--- config.mk ---
export PLATFORM = sky130hd
export DESIGN_NAME = pulse_width_bit_encoder
export DESIGN_NICKNAME = d
export VERILOG_FILES = /design/src/rtl/pwbe_pkg.sv /design/src/rtl/pwbe_queue.sv /design/src/rtl/pwbe_front.sv /design/src/rtl/pwbe_back.sv /design/src/rtl/pulse_width_bit_encoder.sv
export SDC_FILE = /design/constraint.sdc
export NUM_CORES = 1
export LEC_CHECK = 0
export BUFFER_PORTS_ARGS = -buffer_cell sky130_fd_sc_hd__buf_2
export CORE_MARGIN = 5
export CORE_UTILIZATION = 36
export CTS_BUF_LIST = sky130_fd_sc_hd__clkbuf_4 sky130_fd_sc_hd__clkbuf_8
export DETAILED_ROUTE_END_ITERATION = 8
export PLACE_DENSITY_LB_ADDON = 0.12
export SLEW_MARGIN = 15
export SYNTH_ARGS = -nofsm -noshare
export SYNTH_HDL_FRONTEND = slang
export SYNTH_SLANG_ARGS = --single-unit
--- constraint.sdc ---
create_clock -name clk_i -period 3.5 [get_ports clk_i]
set_clock_uncertainty 0.15 [all_clocks]
set_input_delay 0.175 -clock clk_i [delete_from_list [all_inputs] [get_ports clk_i]]
set_output_delay 0.175 -clock clk_i [all_outputs]
set_load 0.005 [all_outputs]
--- src/rtl/pwbe_pkg.sv ---
// shared types and constants of the pulse width bit encoder
// no dependencies
package pwbe_pkg;

  localparam int unsigned TickFieldW = 16;
  localparam int unsigned TickWidthDefault = 16;
  localparam int unsigned DataW = 8;
  localparam int unsigned CfgIndexW = 2;
  localparam int unsigned QueueDepth = 2;

  localparam int unsigned StartResetTicks = 300;
  localparam int unsigned LongResetTicks = 100;
  localparam int unsigned ShortResetTicks = 40;
  localparam int unsigned StopResetTicks = 2200;

  typedef enum logic [CfgIndexW-1:0] {
    RegStart = 2'd0,
    RegLong  = 2'd1,
    RegShort = 2'd2,
    RegStop  = 2'd3
  } cfg_reg_e;

  typedef enum logic [1:0] {
    KindStart  = 2'd0,
    KindData   = 2'd1,
    KindParity = 2'd2,
    KindStop   = 2'd3
  } phase_kind_e;

  // phase numbering inside one byte's run
  localparam logic [4:0] PhStart     = 5'd0;
  localparam logic [4:0] PhFirstData = 5'd1;
  localparam logic [4:0] PhParityLo  = 5'd17;
  localparam logic [4:0] PhParityHi  = 5'd18;
  localparam logic [4:0] PhStop      = 5'd19;

  // one classified byte waiting for the back end
  typedef struct packed {
    logic [DataW-1:0] data;
    logic             parity;
    logic             need_start;
    logic             last;
  } cmd_t;

endpackage

--- src/rtl/pwbe_queue.sv ---
// short command queue between front and back end
// depends on pwbe_pkg
module pwbe_queue (
  input  logic           clk_i,
  input  logic           rst_ni,
  input  logic           push_i,
  input  pwbe_pkg::cmd_t push_cmd_i,
  output logic           full_o,
  input  logic           pop_i,
  output logic           head_valid_o,
  output pwbe_pkg::cmd_t head_cmd_o
);

  localparam int unsigned PtrW = $clog2(pwbe_pkg::QueueDepth);
  localparam int unsigned CntW = $clog2(pwbe_pkg::QueueDepth + 1);

  pwbe_pkg::cmd_t entry_q [pwbe_pkg::QueueDepth];
  logic [PtrW-1:0] wr_ptr_q, rd_ptr_q;
  logic [CntW-1:0] count_q;

  assign full_o       = (count_q == CntW'(pwbe_pkg::QueueDepth));
  assign head_valid_o = (count_q != '0);
  assign head_cmd_o   = entry_q[rd_ptr_q];

  always_ff @(posedge clk_i) begin
    if (push_i) begin
      entry_q[wr_ptr_q] <= push_cmd_i;
    end
  end

  always_ff @(posedge clk_i or negedge rst_ni) begin
    if (!rst_ni) begin
      wr_ptr_q <= '0;
      rd_ptr_q <= '0;
      count_q  <= '0;
    end else begin
      if (push_i) begin
        wr_ptr_q <= (wr_ptr_q == PtrW'(pwbe_pkg::QueueDepth - 1)) ? '0 : wr_ptr_q + 1'b1;
      end
      if (pop_i) begin
        rd_ptr_q <= (rd_ptr_q == PtrW'(pwbe_pkg::QueueDepth - 1)) ? '0 : rd_ptr_q + 1'b1;
      end
      case ({push_i, pop_i})
        2'b10:   count_q <= count_q + 1'b1;
        2'b01:   count_q <= count_q - 1'b1;
        default: count_q <= count_q;
      endcase
    end
  end

endmodule

--- src/rtl/pwbe_front.sv ---
// front end: accepts bytes, works out parity and frame start, feeds the queue
// depends on pwbe_pkg
module pwbe_front (
  input  logic                       clk_i,
  input  logic                       rst_ni,
  input  logic                       in_valid_i,
  output logic                       in_ready_o,
  input  logic [pwbe_pkg::DataW-1:0] data_byte_i,
  input  logic                       last_byte_i,
  input  logic                       queue_full_i,
  output logic                       push_o,
  output pwbe_pkg::cmd_t             push_cmd_o
);

  logic frame_open_q, frame_open_d;

  assign in_ready_o = !queue_full_i;
  assign push_o     = in_valid_i && in_ready_o;

  always_comb begin
    push_cmd_o.data       = data_byte_i;
    push_cmd_o.parity     = ^data_byte_i;
    push_cmd_o.need_start = !frame_open_q;
    push_cmd_o.last       = last_byte_i;
  end

  // a frame stays open until a byte marked last goes through
  assign frame_open_d = push_o ? !last_byte_i : frame_open_q;

  always_ff @(posedge clk_i or negedge rst_ni) begin
    if (!rst_ni) begin
      frame_open_q <= 1'b0;
    end else begin
      frame_open_q <= frame_open_d;
    end
  end

endmodule

--- src/rtl/pwbe_back.sv ---
// back end: timing registers and the phase sequencer with its output register
// depends on pwbe_pkg
module pwbe_back #(
  parameter int unsigned TICK_WIDTH = pwbe_pkg::TickWidthDefault
) (
  input  logic                            clk_i,
  input  logic                            rst_ni,
  input  logic                            cfg_valid_i,
  input  logic [pwbe_pkg::CfgIndexW-1:0]  cfg_index_i,
  input  logic [pwbe_pkg::TickFieldW-1:0] cfg_wdata_i,
  input  logic                            head_valid_i,
  input  pwbe_pkg::cmd_t                  head_cmd_i,
  output logic                            pop_o,
  output logic                            out_valid_o,
  input  logic                            out_ready_i,
  output logic [pwbe_pkg::TickFieldW-1:0] duration_o,
  output logic [1:0]                      phase_kind_o,
  output logic                            last_of_run_o
);

  localparam int unsigned TwEff =
      (TICK_WIDTH < pwbe_pkg::TickFieldW) ? TICK_WIDTH : pwbe_pkg::TickFieldW;

  logic [TwEff-1:0] start_ticks_q, long_ticks_q, short_ticks_q, stop_ticks_q;

  always_ff @(posedge clk_i or negedge rst_ni) begin
    if (!rst_ni) begin
      start_ticks_q <= TwEff'(pwbe_pkg::StartResetTicks);
      long_ticks_q  <= TwEff'(pwbe_pkg::LongResetTicks);
      short_ticks_q <= TwEff'(pwbe_pkg::ShortResetTicks);
      stop_ticks_q  <= TwEff'(pwbe_pkg::StopResetTicks);
    end else if (cfg_valid_i) begin
      case (pwbe_pkg::cfg_reg_e'(cfg_index_i))
        pwbe_pkg::RegStart: start_ticks_q <= cfg_wdata_i[TwEff-1:0];
        pwbe_pkg::RegLong:  long_ticks_q  <= cfg_wdata_i[TwEff-1:0];
        pwbe_pkg::RegShort: short_ticks_q <= cfg_wdata_i[TwEff-1:0];
        pwbe_pkg::RegStop:  stop_ticks_q  <= cfg_wdata_i[TwEff-1:0];
        default: ;
      endcase
    end
  end

  logic       started_q, started_d;
  logic [4:0] ph_q, ph_d;
  logic [4:0] ph_cur, half_idx;
  logic       cur_bit, is_long, is_final, load;
  logic [TwEff-1:0]        dur_sel;
  pwbe_pkg::phase_kind_e   kind_sel;

  logic                            out_valid_q, out_valid_d;
  logic [pwbe_pkg::TickFieldW-1:0] dur_q;
  logic [1:0]                      kind_q;
  logic                            lor_q;

  // a fresh head begins at the start phase only when it opens a frame
  assign ph_cur   = started_q ? ph_q
                  : (head_cmd_i.need_start ? pwbe_pkg::PhStart : pwbe_pkg::PhFirstData);
  assign half_idx = ph_cur - 5'd1;
  assign is_final = head_cmd_i.last ? (ph_cur == pwbe_pkg::PhStop)
                                    : (ph_cur == pwbe_pkg::PhParityHi);

  always_comb begin
    cur_bit = (ph_cur >= pwbe_pkg::PhParityLo) ? head_cmd_i.parity
                                               : head_cmd_i.data[half_idx[3:1]];
    // a one goes long then short, a zero short then long
    is_long = cur_bit ^ half_idx[0];
    if (ph_cur == pwbe_pkg::PhStart) begin
      kind_sel = pwbe_pkg::KindStart;
      dur_sel  = start_ticks_q;
    end else if (ph_cur == pwbe_pkg::PhStop) begin
      kind_sel = pwbe_pkg::KindStop;
      dur_sel  = stop_ticks_q;
    end else begin
      kind_sel = (ph_cur >= pwbe_pkg::PhParityLo) ? pwbe_pkg::KindParity
                                                  : pwbe_pkg::KindData;
      dur_sel  = is_long ? long_ticks_q : short_ticks_q;
    end
  end

  assign load  = head_valid_i && (!out_valid_q || out_ready_i);
  assign pop_o = load && is_final;

  always_comb begin
    started_d   = started_q;
    ph_d        = ph_q;
    out_valid_d = out_valid_q;
    if (out_ready_i) begin
      out_valid_d = 1'b0;
    end
    if (load) begin
      out_valid_d = 1'b1;
      started_d   = !is_final;
      ph_d        = ph_cur + 5'd1;
    end
  end

  always_ff @(posedge clk_i or negedge rst_ni) begin
    if (!rst_ni) begin
      started_q   <= 1'b0;
      ph_q        <= '0;
      out_valid_q <= 1'b0;
    end else begin
      started_q   <= started_d;
      ph_q        <= ph_d;
      out_valid_q <= out_valid_d;
    end
  end

  always_ff @(posedge clk_i) begin
    if (load) begin
      dur_q  <= pwbe_pkg::TickFieldW'(dur_sel);
      kind_q <= kind_sel;
      lor_q  <= is_final;
    end
  end

  assign out_valid_o   = out_valid_q;
  assign duration_o    = dur_q;
  assign phase_kind_o  = kind_q;
  assign last_of_run_o = lor_q;

endmodule

--- src/rtl/pulse_width_bit_encoder.sv ---
// pulse width bit encoder: a byte passes a queue entry and then the output register
// before it shows on the output; one phase per cycle while out_ready_i is high, set by
// the back-end phase sequencer; the front takes a new byte while a queue slot is free
// reset clears queue, sequencer and output register, closes the frame and
// reloads timing registers with 300/100/40/2200 ticks; config port is always ready
module pulse_width_bit_encoder #(
  parameter int unsigned TICK_WIDTH = pwbe_pkg::TickWidthDefault
) (
  input  logic                            clk_i,
  input  logic                            rst_ni,
  input  logic                            cfg_valid_i,
  output logic                            cfg_ready_o,
  input  logic [pwbe_pkg::CfgIndexW-1:0]  cfg_index_i,
  input  logic [pwbe_pkg::TickFieldW-1:0] cfg_wdata_i,
  input  logic                            in_valid_i,
  output logic                            in_ready_o,
  input  logic [pwbe_pkg::DataW-1:0]      data_byte_i,
  input  logic                            last_byte_i,
  output logic                            out_valid_o,
  input  logic                            out_ready_i,
  output logic [pwbe_pkg::TickFieldW-1:0] duration_o,
  output logic [1:0]                      phase_kind_o,
  output logic                            last_of_run_o
);

  logic           push, full, pop, head_valid;
  pwbe_pkg::cmd_t push_cmd, head_cmd;

  assign cfg_ready_o = 1'b1;

  pwbe_front u_front (
    .clk_i        (clk_i),
    .rst_ni       (rst_ni),
    .in_valid_i   (in_valid_i),
    .in_ready_o   (in_ready_o),
    .data_byte_i  (data_byte_i),
    .last_byte_i  (last_byte_i),
    .queue_full_i (full),
    .push_o       (push),
    .push_cmd_o   (push_cmd)
  );

  pwbe_queue u_queue (
    .clk_i        (clk_i),
    .rst_ni       (rst_ni),
    .push_i       (push),
    .push_cmd_i   (push_cmd),
    .full_o       (full),
    .pop_i        (pop),
    .head_valid_o (head_valid),
    .head_cmd_o   (head_cmd)
  );

  pwbe_back #(
    .TICK_WIDTH (TICK_WIDTH)
  ) u_back (
    .clk_i         (clk_i),
    .rst_ni        (rst_ni),
    .cfg_valid_i   (cfg_valid_i && cfg_ready_o),
    .cfg_index_i   (cfg_index_i),
    .cfg_wdata_i   (cfg_wdata_i),
    .head_valid_i  (head_valid),
    .head_cmd_i    (head_cmd),
    .pop_o         (pop),
    .out_valid_o   (out_valid_o),
    .out_ready_i   (out_ready_i),
    .duration_o    (duration_o),
    .phase_kind_o  (phase_kind_o),
    .last_of_run_o (last_of_run_o)
  );

endmodule

==> results of run 1 <==
## registers in the layout, indices dropped and copies added (netlist names), 2 cells and up
register and count:
u_back.start_ticks_q 16, u_back.stop_ticks_q 16, u_queue.entry_q 22, u_back.duration_o 16, u_queue.count_q 2, u_back.short_ticks_q 16, u_back.ph_q 5, u_back.phase_kind_o 2
u_back.long_ticks_q 16
## stage by stage
stage / cell area [um^2] / total power, mW
finish: 6560 / 5.09
global route: 6560 / 5.38
CTS: 6540 / 5.10
detailed placement: 5870 / 3.84
global placement: 5870 / 3.81
floorplan: 5370 / 3.32
## worst min path at each step
| stage | startpoint | end | depth (start not counted) |
|---|---|---|---|
| floorplan | rst_ni | u_back.long_ticks_q[0] | 0 |
| global placement | rst_ni | u_back.stop_ticks_q[2] | 2 |
| global route | cfg_index_i[1] | u_back.start_ticks_q[10] | 3 |
| finish | cfg_index_i[0] | u_back.start_ticks_q[10] | 3 |
| detailed placement | rst_ni | u_back.stop_ticks_q[2] | 2 |
| CTS | cfg_index_i[0] | u_back.start_ticks_q[1] | 3 |
## power by group
group          switching, mW  leakage, nW  internal (mW)  total (mW)
registers              0.212         1.26           1.91        2.12
clock network          0.584        0.182          0.633        1.22
logic                  0.973         1.15          0.777        1.75
## routing by layer
metal | global-route usage | wire length [um]
met3 | 0.0500 | 712
met2 | 0.225 | 5770
met1 | 0.213 | 6250
met4 | 0.0434 | 100
met5 | 0 | 0
## cell usage after synthesis (3+ instances only)
cell,n,area [um^2]
a21oi_1,23,115
a31oi_1,17,106
and2_1,3,18.8
buf_2,4,20.0
buf_4,4,30.0
clkbuf_1,12,45.0
dfrtp_1,63,1580
dfstp_2,13,342
edfxtp_1,41,1230
ha_1,6,75.1
inv_1,5,18.8
mux2_2,64,721
mux4_1,4,105
nand2_1,13,48.8
nand3_1,3,15.0
nand4_1,16,100
nor2_1,5,18.8
o21ai_0,8,40.0
o22ai_1,16,100
o31ai_1,17,128
xnor2_1,9,78.8
xor2_1,4,35.0
## cell families (layout without fill, tap and decap cells)
| kind of cell | after synthesis | in the layout | share of synthesized area |
|---|---|---|---|
| other | 1 | 1 | 0.000698 |
| xor gates and xnor gates | 14 | 14 | 0.0242 |
| and+or+nand+nor | 60 | 60 | 0.0678 |
| buffers and inverters | 28 | 132 | 0.0272 |
| adders and majority gates | 6 | 6 | 0.0140 |
| DFF | 117 | 117 | 0.586 |
| muxes | 72 | 72 | 0.166 |
| AOI/OAI and AO/OA | 91 | 91 | 0.114 |
## critical path, cell delays in order (launching register included)
cell and delay [ns]:
dfrtp_1 0.39, and2_1 0.16, or3_4 0.37, nand2_4 0.10, inv_4 0.07, ha_1 0.23
xor2_2 0.32, mux2i_4 0.35, o22ai_2 0.11, buf_4 0.24, o31ai_1 0.31, a31oi_1 0.13
## timing repair
item | 4_1_cts | 5_1_grt
buffers inserted | 0 | 1
endpoints found under the hold margin | 161 | 0
hold buffers | 28 | 0
endpoints found under the setup margin | 0 | 10
## area by class of cell
cell class / instances / area share
timing repair buffer: 94 / 0.102
inverter: 6 / 0.00381
clock inverter: 15 / 0.0242
tap: 184 / 0.0351
sequential: 117 / 0.480
clock buffer: 17 / 0.0357
multi-input combinational: 244 / 0.319
==> out/results.ini, run 1 <==
[status]
status=completed

[sta]
final_hold_viol_count=0
finalSetupTns_ns=0
tightestPinTransition_ns=1.06
period_share=0.910
fin_ws_ns=0.314
slew_violations=0
finalSetupViolations=0
hold_ws_ns=0.138
fin_crit_ns=3.19
rsz0062_at_grt=no
slew_headroom=0.288
fmax_mhz=314

[cells_and_area]
multiInputGateArea_um2=2090
diodes=0
area_growth_pct=22.1
final_cells=677
mostFrequentLayoutCells=mux2_2 (64), dfrtp_1 (63), buf_2 (52)
layout-drive-gt1-share=0.389
nFillCells=1310
seq_area_um2=3150
final_common_cell=mux2_2
finalNetCount=518
utilization=0.450

[synthesis]
syn_inst=389
ys_ff_latch=117
synth_ff_type=dfrtp_1
async_flop_share=0.650
synth_warnings=0
ys_seq_area_frac=0.586
mappedNetlistArea_um2=5370
syn_nets=427
synth-edff-count=41
yosysUniqueCellTypes=54
avgSynthCellArea_um2=13.8

[min_path]
holdCritPathClass=input port to flop

[setup_path]
cp.arrival_ns=3.21
crit_start=u_queue.rd_ptr_q
worstReg2RegStart=u_queue.rd_ptr_q
rr_endpoint=u_back.duration_o[0]
path_class=flop to flop
endpoint=u_back.duration_o[0]
reg2reg_slack_ns=0.31
reg2regPathDepth=11
start_kind=flop
cp-end-kind=flop
crit_path_max_fanout=16
crit_required_ns=3.53

[floorplanning]
start_util=0.368
fp.dieH_um=132
core_area_um2=14600
rows=44
ioPinCount=54
dieArea_um2=17500
die_w_um=132

[drt]
drt_iter0_markers=221
first_pass_iters=4
ant_nets=0
dr_total_vias=3641
wire_per_inst_um=19.0
route.detailed.drc=0
detail_route.vias_per_cell=5.38
totalWireLength_mm=12.8

[cts]
clock_path_buffers=2
cts_sinks=117
clk_pin_slew_ns=0.08
htreeDepth=4
cts_buffers=17
clock_latency_ns=0.44
cts_tree=done
cts_resized=0
root_buffer=clkbuf_8

[placement]
port_buffers=52
preCtsSetupSlack_ns=0.177
dp_hpwl_mm=7.98
gp_congestion=0.826
dpl.cell_count=616

[global_routing]
antenna_found_initial=0
grt_pass1_vias=3734
gr-total-overflow=0
grt_pass1_wl_mm=20.6
grt_max_degree=77
grt_use_total=0.152

[power]
power.density_nw_per_um2=775
p_leak_nw=2.60
ir_drop_v=0.000412

[flow_run]
maxCapViolations=0

No activity file was read; power rests on OpenSTA's default activity.
==> run 2: changes to the inputs <==
--- a/config.mk
+++ b/config.mk
@@ -6,6 +6,7 @@
 export NUM_CORES = 1
 export LEC_CHECK = 0
 export BUFFER_PORTS_ARGS = -buffer_cell sky130_fd_sc_hd__buf_2
+export CAP_MARGIN = 20
 export CORE_MARGIN = 5
 export CORE_UTILIZATION = 36
 export CTS_BUF_LIST = sky130_fd_sc_hd__clkbuf_4 sky130_fd_sc_hd__clkbuf_8
@@ -14,4 +15,5 @@
 export SLEW_MARGIN = 15
 export SYNTH_ARGS = -nofsm -noshare
 export SYNTH_HDL_FRONTEND = slang
+export SYNTH_HIERARCHICAL = 1
 export SYNTH_SLANG_ARGS = --single-unit
==> run 2 against run 1 <==
  * Fmax decreased by 5.1%
  * Critical path depth increased by 1
  * Die area decreased by 0.13%
  * Sequential cell count unchanged
  * Cell area increased by 0.57%
  * Clock power increased by 11%
  * Synthesized cell count increased by 4.9%
  * Cell count increased by 2.5%
  * Critical endpoint is now u_back/duration_o[11]
==> out/results.ini, run 2 <==
[cells_and_area]
final_cells=694  ; +2.5%
mostFrequentLayoutCells=mux2_2 (77), dfrtp_1 (63), buf_2 (51)
diodes=0  ; unchanged
final_common_cell=mux2_2
layout-drive-gt1-share=0.398  ; +0.00859
largest_reg_flops=22  ; unchanged
area_growth_pct=23.0
finalNetCount=531  ; +2.5%
nFillCells=1346  ; +2.7%
largest-register=u_queue/entry_q

[synthesis]
synth_ff_type=dfrtp_1
synth_common_cells=mux2_2 (77), dfrtp_1 (63), edfxtp_1 (41)
syn_inst=408  ; +4.9%
avgSynthCellArea_um2=13.1  ; -4.8%
yosysMostFrequentCell=mux2_2
synth-simple-area-share=0.0683  ; +0.000561
synthMuxAreaShare=0.171  ; +0.00536
yosysUniqueCellTypes=55  ; +1.9%
yosysTopAreaCell=dfrtp_1
synth-edff-count=41  ; unchanged
synth_largest_type_area_fraction=0.294  ; +0.000411
synth_warnings=6  ; +6
syn_nets=442  ; +3.5%
synthTopCellsByArea=dfrtp_1 (29%), edfxtp_1 (23%), mux2_2 (16%)
async_flop_share=0.650  ; unchanged
ys_seq_area_frac=0.587  ; +0.000820
mappedNetlistArea_um2=5370  ; -0.14%
synth_top_family_by_area=multiplexers
synthAdderAreaFrac=0.00466  ; -0.00931
ys_ff_latch=117  ; unchanged
synthXorXnorAreaFrac=0.0212  ; -0.00300
synth_compound_area_frac=0.107  ; -0.00707

[global_routing]
grt_pass1_vias=3830  ; +2.6%
gr-total-overflow=0  ; unchanged
antenna_found_initial=0  ; unchanged
grt_max_degree=77  ; unchanged
grt_use_total=0.150  ; -0.00170
grt_pass1_wl_mm=20.7  ; +0.51%

[sta]
fin_crit_ns=3.36  ; +0.171 ns
slew_violations=0  ; unchanged
period_share=0.959  ; +0.0488
fmax_mhz=298  ; -5.1%
tightestPinTransition_ns=1.08  ; +0.0180 ns
finalSetupViolations=0  ; unchanged
slew_headroom=0.276  ; -0.0119
final_hold_viol_count=0  ; unchanged

[drt]
totalWireLength_mm=12.5  ; -2.5%
drt_iter0_markers=175  ; -21%
first_pass_iters=4  ; unchanged
dr_total_vias=3621  ; -0.55%
detail_route.vias_per_cell=5.22  ; -3.0%
route.detailed.drc=0  ; unchanged
wire_per_inst_um=18.0  ; -4.9%
ant_nets=0  ; unchanged

[setup_path]
crit_path_max_incr_delay_ns=0.43  ; +0.04 ns
path_class=flop to flop
crit_required_ns=3.52  ; about the same
cp_cell_sequence=mux2_2 -> or2_1 -> nand2_1 -> inv_1 -> ha_4 -> mux2_1 -> or4_4 -> o21ai_4 -> o32ai_4 -> buf_4 -> nor2_1 -> o211ai_1
crit_path_max_fanout=5  ; -11
worstReg2RegStart=u_queue/rd_ptr_q
cp-end-kind=flop
cp.arrival_ns=3.37  ; +0.16 ns
slowest_stage=or4_4
crit_start=u_queue/rd_ptr_q
start_kind=flop

[placement]
port_buffers=52  ; unchanged
gp_congestion=0.788  ; -4.6%
dp_hpwl_mm=8.10  ; +1.5%
dpl.cell_count=632  ; +2.6%

[flow_run]
maxCapViolations=0  ; unchanged

[power]
p_leak_nw=2.66  ; +2.3%
total_power_mw=5.45  ; +7.1%
power.density_nw_per_um2=826  ; +6.5%
ir_drop_v=0.000304  ; -26%

[floorplanning]
rows=44  ; unchanged
dieArea_um2=17400  ; -0.13%
start_util=0.368  ; -0.000515
die_w_um=132  ; about the same
ioPinCount=54  ; unchanged
core_area_um2=14600  ; unchanged
fp.dieH_um=132  ; about the same

[cts]
clock_path_buffers=2  ; unchanged
cts_sinks=117  ; unchanged
cts_buffers=17  ; unchanged
cts_tree=done
htreeDepth=4  ; unchanged
clock_latency_ns=0.43  ; about the same
clk_pin_slew_ns=0.07  ; about the same
root_buffer=clkbuf_8

[status]
status=completed

[min_path]
holdCritPathClass=input port to flop
worst_hold_startpoint=in_valid_i

run 2: cell count changes after synthesis, sizes merged, moves of 7 or more:
cell,previous run,this run
o21ai,8,22
a21oi,23,16
o31ai,17,3
nand3,3,17
nand4,16,3
buf,10,21
mux2,64,78
run 2: where the power goes:
| part | total, mW | internal (mW) | switching [mW] |
|---|---|---|---|
| registers | 2.12 | 1.93 | 0.196 |
| logic | 1.96 | 0.932 | 1.03 |
| clock network | 1.36 | 0.836 | 0.526 |
run 2: logic make-up (layout without fill, tap and decap cells):
kind of cell / after synthesis / in the layout
multiplexers: 82 / 82
flip-flops: 117 / 117
AND/OR/NAND/NOR: 70 / 70
adder cells (fa/ha/maj): 2 / 2
AO/OA/AOI/OAI: 85 / 85
other: 1 / 1
XOR/XNOR: 13 / 13
buffers and inverters: 38 / 140
run 2: final cells by class:
cell class                 instances  area (um^2)  area share
clock buffer                      18          241      0.0366
timing repair buffer              98          704       0.107
sequential                       117         3150       0.477
multi-input combinational        253         2050       0.310
clock inverter                    14          189      0.0286
inverter                          10         37.5     0.00569
tap                              184          230      0.0349
run 2: per-stage QoR:
step                hold WS (ns)   util  area [um^2]  setup TNS (ns)  setup slack, ns
CTS                       0.0209  0.447         6520               0           0.0127
detailed placement         0.232  0.399         5820         -0.0375          -0.0129
finish                    0.0411  0.452         6600               0            0.144
floorplan                 -0.271      -         5370               0           0.0434
global placement           0.220  0.399         5820               0            0.104
global route              0.0285  0.452         6600         -0.0240          -0.0160
run 2: what timing repair did:
action | CTS | global route
setup buffers | 0 | 2
endpoints found under the setup margin | 3 | 16
pin swaps | 1 | 1
cloned | 0 | 0
hold endpoints to repair | 147 | 0
hold buffers | 27 | 0
resized for setup | 0 | 6
run 2: worst max-delay path, delay by kind of cell, from the launching register on:
kind | cells | cell delay, ns
and+or+nand+nor | 4 | 0.97
muxes | 2 | 0.70
DFF | 1 | 0.35
AOI/OAI and AO/OA | 3 | 0.32
adders and majority gates | 1 | 0.31
buffers and inverters | 2 | 0.29
run 2: metal layers:
layer	vias to the layer above	part of all wire	GRT usage
met5	-	0	0
met4	0	0.011	0.0543
met3	13	0.033	0.0370
met2	64	0.47	0.234
met1	1856	0.48	0.204
li1	1688	-	-
run 2: worst paths after layout:
kind	endpoint	slack (ns)	cells past startpoint
max in group asynchronous	u_back/long_ticks_q[5]	2.42	3
worst max-delay path	u_back/duration_o[11]	0.14	12
worst min register to register	u_queue/count_q[1]	0.33	1
worst max register to register	u_back/duration_o[11]	0.14	12
min in group asynchronous	u_back/start_ticks_q[9]	0.11	2
worst min-delay path	u_front/frame_open_q	0.04	4
==> run 3: changes to the inputs <==
--- a/config.mk
+++ b/config.mk
@@ -7,6 +7,8 @@
 export LEC_CHECK = 0
 export BUFFER_PORTS_ARGS = -buffer_cell sky130_fd_sc_hd__buf_2
 export CAP_MARGIN = 20
+export CELL_PAD_IN_SITES_DETAIL_PLACEMENT = 0
+export CELL_PAD_IN_SITES_GLOBAL_PLACEMENT = 1
 export CORE_MARGIN = 5
 export CORE_UTILIZATION = 36
 export CTS_BUF_LIST = sky130_fd_sc_hd__clkbuf_4 sky130_fd_sc_hd__clkbuf_8
==> run 3 against run 2 <==
  * Core utilization about the same
  * Sequential power about the same
  * Worst setup slack improved by 0.0042 ns
  * Largest power group unchanged
==> out/results.ini, run 3 (synthesis results as in run 2) <==
[status]
status=completed

[cells_and_area]
largest_reg_flops=22  ; unchanged
area_growth_pct=22.9  ; about the same
finalNetCount=534  ; +0.56%
mostFrequentLayoutCells=mux2_2 (77), dfrtp_1 (63), buf_2 (51)
diodes=0  ; unchanged
final_cells=697  ; +0.43%
final_common_cell=mux2_2
utilization=0.452  ; about the same
final_area_um2=6600  ; about the same
nFillCells=1337  ; -0.67%
largest-register=u_queue/entry_q
layout-drive-gt1-share=0.415  ; +0.0172

[sta]
rsz0062_at_grt=no
finalSetupViolations=0  ; unchanged
fin_crit_ns=3.35  ; -0.00418 ns
slew_headroom=0.272  ; -0.00365
fmax_mhz=298  ; +0.12%
period_share=0.958  ; -0.00120
finalSetupTns_ns=0  ; unchanged
slew_violations=0  ; unchanged
hold_ws_ns=0.0349  ; -0.00622 ns
tightestPinTransition_ns=1.09  ; +0.00521 ns
final_hold_viol_count=0  ; unchanged

[min_path]
min_to=u_queue/wr_ptr_q
holdCritPathClass=input port to flop
worst_hold_startpoint=in_valid_i
whs_path_depth=3  ; -1

[drt]
ant_nets=0  ; unchanged
drt_iter0_markers=147  ; -16%
detail_route.vias_per_cell=5.14  ; -1.4%
dr_total_vias=3584  ; -1.0%
wire_per_inst_um=18.0  ; -0.24%
first_pass_iters=4  ; unchanged
totalWireLength_mm=12.5  ; +0.19%
route.detailed.drc=0  ; unchanged

[global_routing]
grt_pass1_wl_mm=20.8  ; +0.67%
antenna_found_initial=0  ; unchanged
grt_use_total=0.152  ; +0.00245
gr-total-overflow=0  ; unchanged
grt_pass1_vias=3893  ; +1.6%
grt_max_degree=77  ; unchanged

[power]
power.density_nw_per_um2=806  ; -2.4%
p_sw_mw=1.72  ; -2.1%
pwr-share-comb=0.367  ; +0.007
ir_drop_v=0.000276  ; -9.1%
p_clk_frac=0.233  ; -0.017
p_int_mw=3.60  ; -2.5%
p_leak_nw=2.68  ; +0.67%
seqPwrFrac=0.400  ; +0.010
switching_share=0.323  ; +0.000887

[floorplanning]
dieArea_um2=17400  ; unchanged
die_w_um=132  ; unchanged
start_util=0.368  ; unchanged
fp.dieH_um=132  ; unchanged
rows=44  ; unchanged
ioPinCount=54  ; unchanged
core_area_um2=14600  ; unchanged

[cts]
cts_buffers=17  ; unchanged
clock_latency_ns=0.43  ; about the same
root_buffer=clkbuf_8
cts_tree=done
clock_path_buffers=2  ; unchanged
clk_pin_slew_ns=0.06  ; about the same
htreeDepth=4  ; unchanged
cts_sinks=117  ; unchanged

[flow_run]
maxCapViolations=0  ; unchanged

[placement]
dp_hpwl_mm=8.30  ; +2.5%
port_buffers=52  ; unchanged
dpl-instance-area_um2=5860  ; +0.73%
dpl.cell_count=636  ; +0.63%
gp_congestion=0.763  ; -3.1%

[setup_path]
crit_path_max_fanout=9  ; +4
worstReg2RegStart=u_queue/rd_ptr_q
start_kind=flop
rr_endpoint=u_back/duration_o[13]
cp-end-kind=flop
reg2regPathDepth=12  ; unchanged
reg2reg_slack_ns=0.15  ; about the same
path_class=flop to flop
cp.arrival_ns=3.38  ; about the same
crit_required_ns=3.53  ; about the same

run 3: cell types whose count changed in the layout (fill, tap and decap cells not counted), sizes merged:
cell      change
clkinv        -4
buf           +3
clkinvlp      -1
clkbuf        +8
bufinv        -3
run 3: per-layer routing:
metal / part of all wire / GRT usage / wire [um]
met1: 0.47 / 0.203 / 5900
met3: 0.038 / 0.0397 / 478
met5: 0 / 0 / 0
met4: 0.022 / 0.0686 / 280
met2: 0.47 / 0.234 / 5880
run 3: worst max-delay path by stage:
stage	start	end	slack, ns	cells after the start
floorplan	u_queue/rd_ptr_q	u_back/duration_o[10]	0.04	14
global placement	u_queue/rd_ptr_q	u_back/duration_o[12]	0.15	12
detailed placement	u_queue/rd_ptr_q	u_back/duration_o[13]	0.08	12
CTS	u_queue/rd_ptr_q	u_back/duration_o[13]	0.07	12
finish	u_queue/rd_ptr_q	u_back/duration_o[13]	0.15	12
global route	u_queue/rd_ptr_q	u_back/duration_o[13]	0.02	12
run 3: per-stage QoR:
step / setup slack (ns) / power, mW
after detailed placement: 0.0753 / 4.08
after CTS: 0.0667 / 5.37
after global placement: 0.152 / 4.05
after global routing: 0.0192 / 5.69
after floorplan: 0.0434 / 3.39
final: 0.148 / 5.32
run 3: repair_timing:
action / 4_1_cts / 5_1_grt
endpoints found under the setup margin: 0 / 7
setup buffers: 0 / 0
hold buffers: 27 / 0
resized for setup: 0 / 3
endpoints found under the hold margin: 147 / 0
run 3: power groups by stage:
stage	clock network [mW]	logic [mW]	registers, mW
2_1_floorplan	0	1.28	2.11
3_3_place_gp	0	1.90	2.15
3_5_place_dp	0	1.93	2.15
4_1_cts	1.28	1.95	2.13
5_1_grt	1.35	2.17	2.17
6_report	1.24	1.95	2.13
run 3: critical path, cell delays in order, from the launching register on:
cell,delay (ns)
dfrtp_1,0.35
mux2_2,0.34
or2_1,0.23
nand2_1,0.10
inv_1,0.08
ha_4,0.30
mux2_1,0.34
or4_1,0.42
o21ai_2,0.12
o32ai_4,0.12
buf_4,0.21
nor4_1,0.26
o31ai_1,0.09
run 3: final cells by class:
class,instances,area [um^2],area share
sequential,117,3150,0.477
clock buffer,26,320,0.0486
tap,184,230,0.0349
timing repair buffer,101,751,0.114
clock inverter,6,80.1,0.0121
inverter,10,37.5,0.00569
multi-input combinational,253,2030,0.307
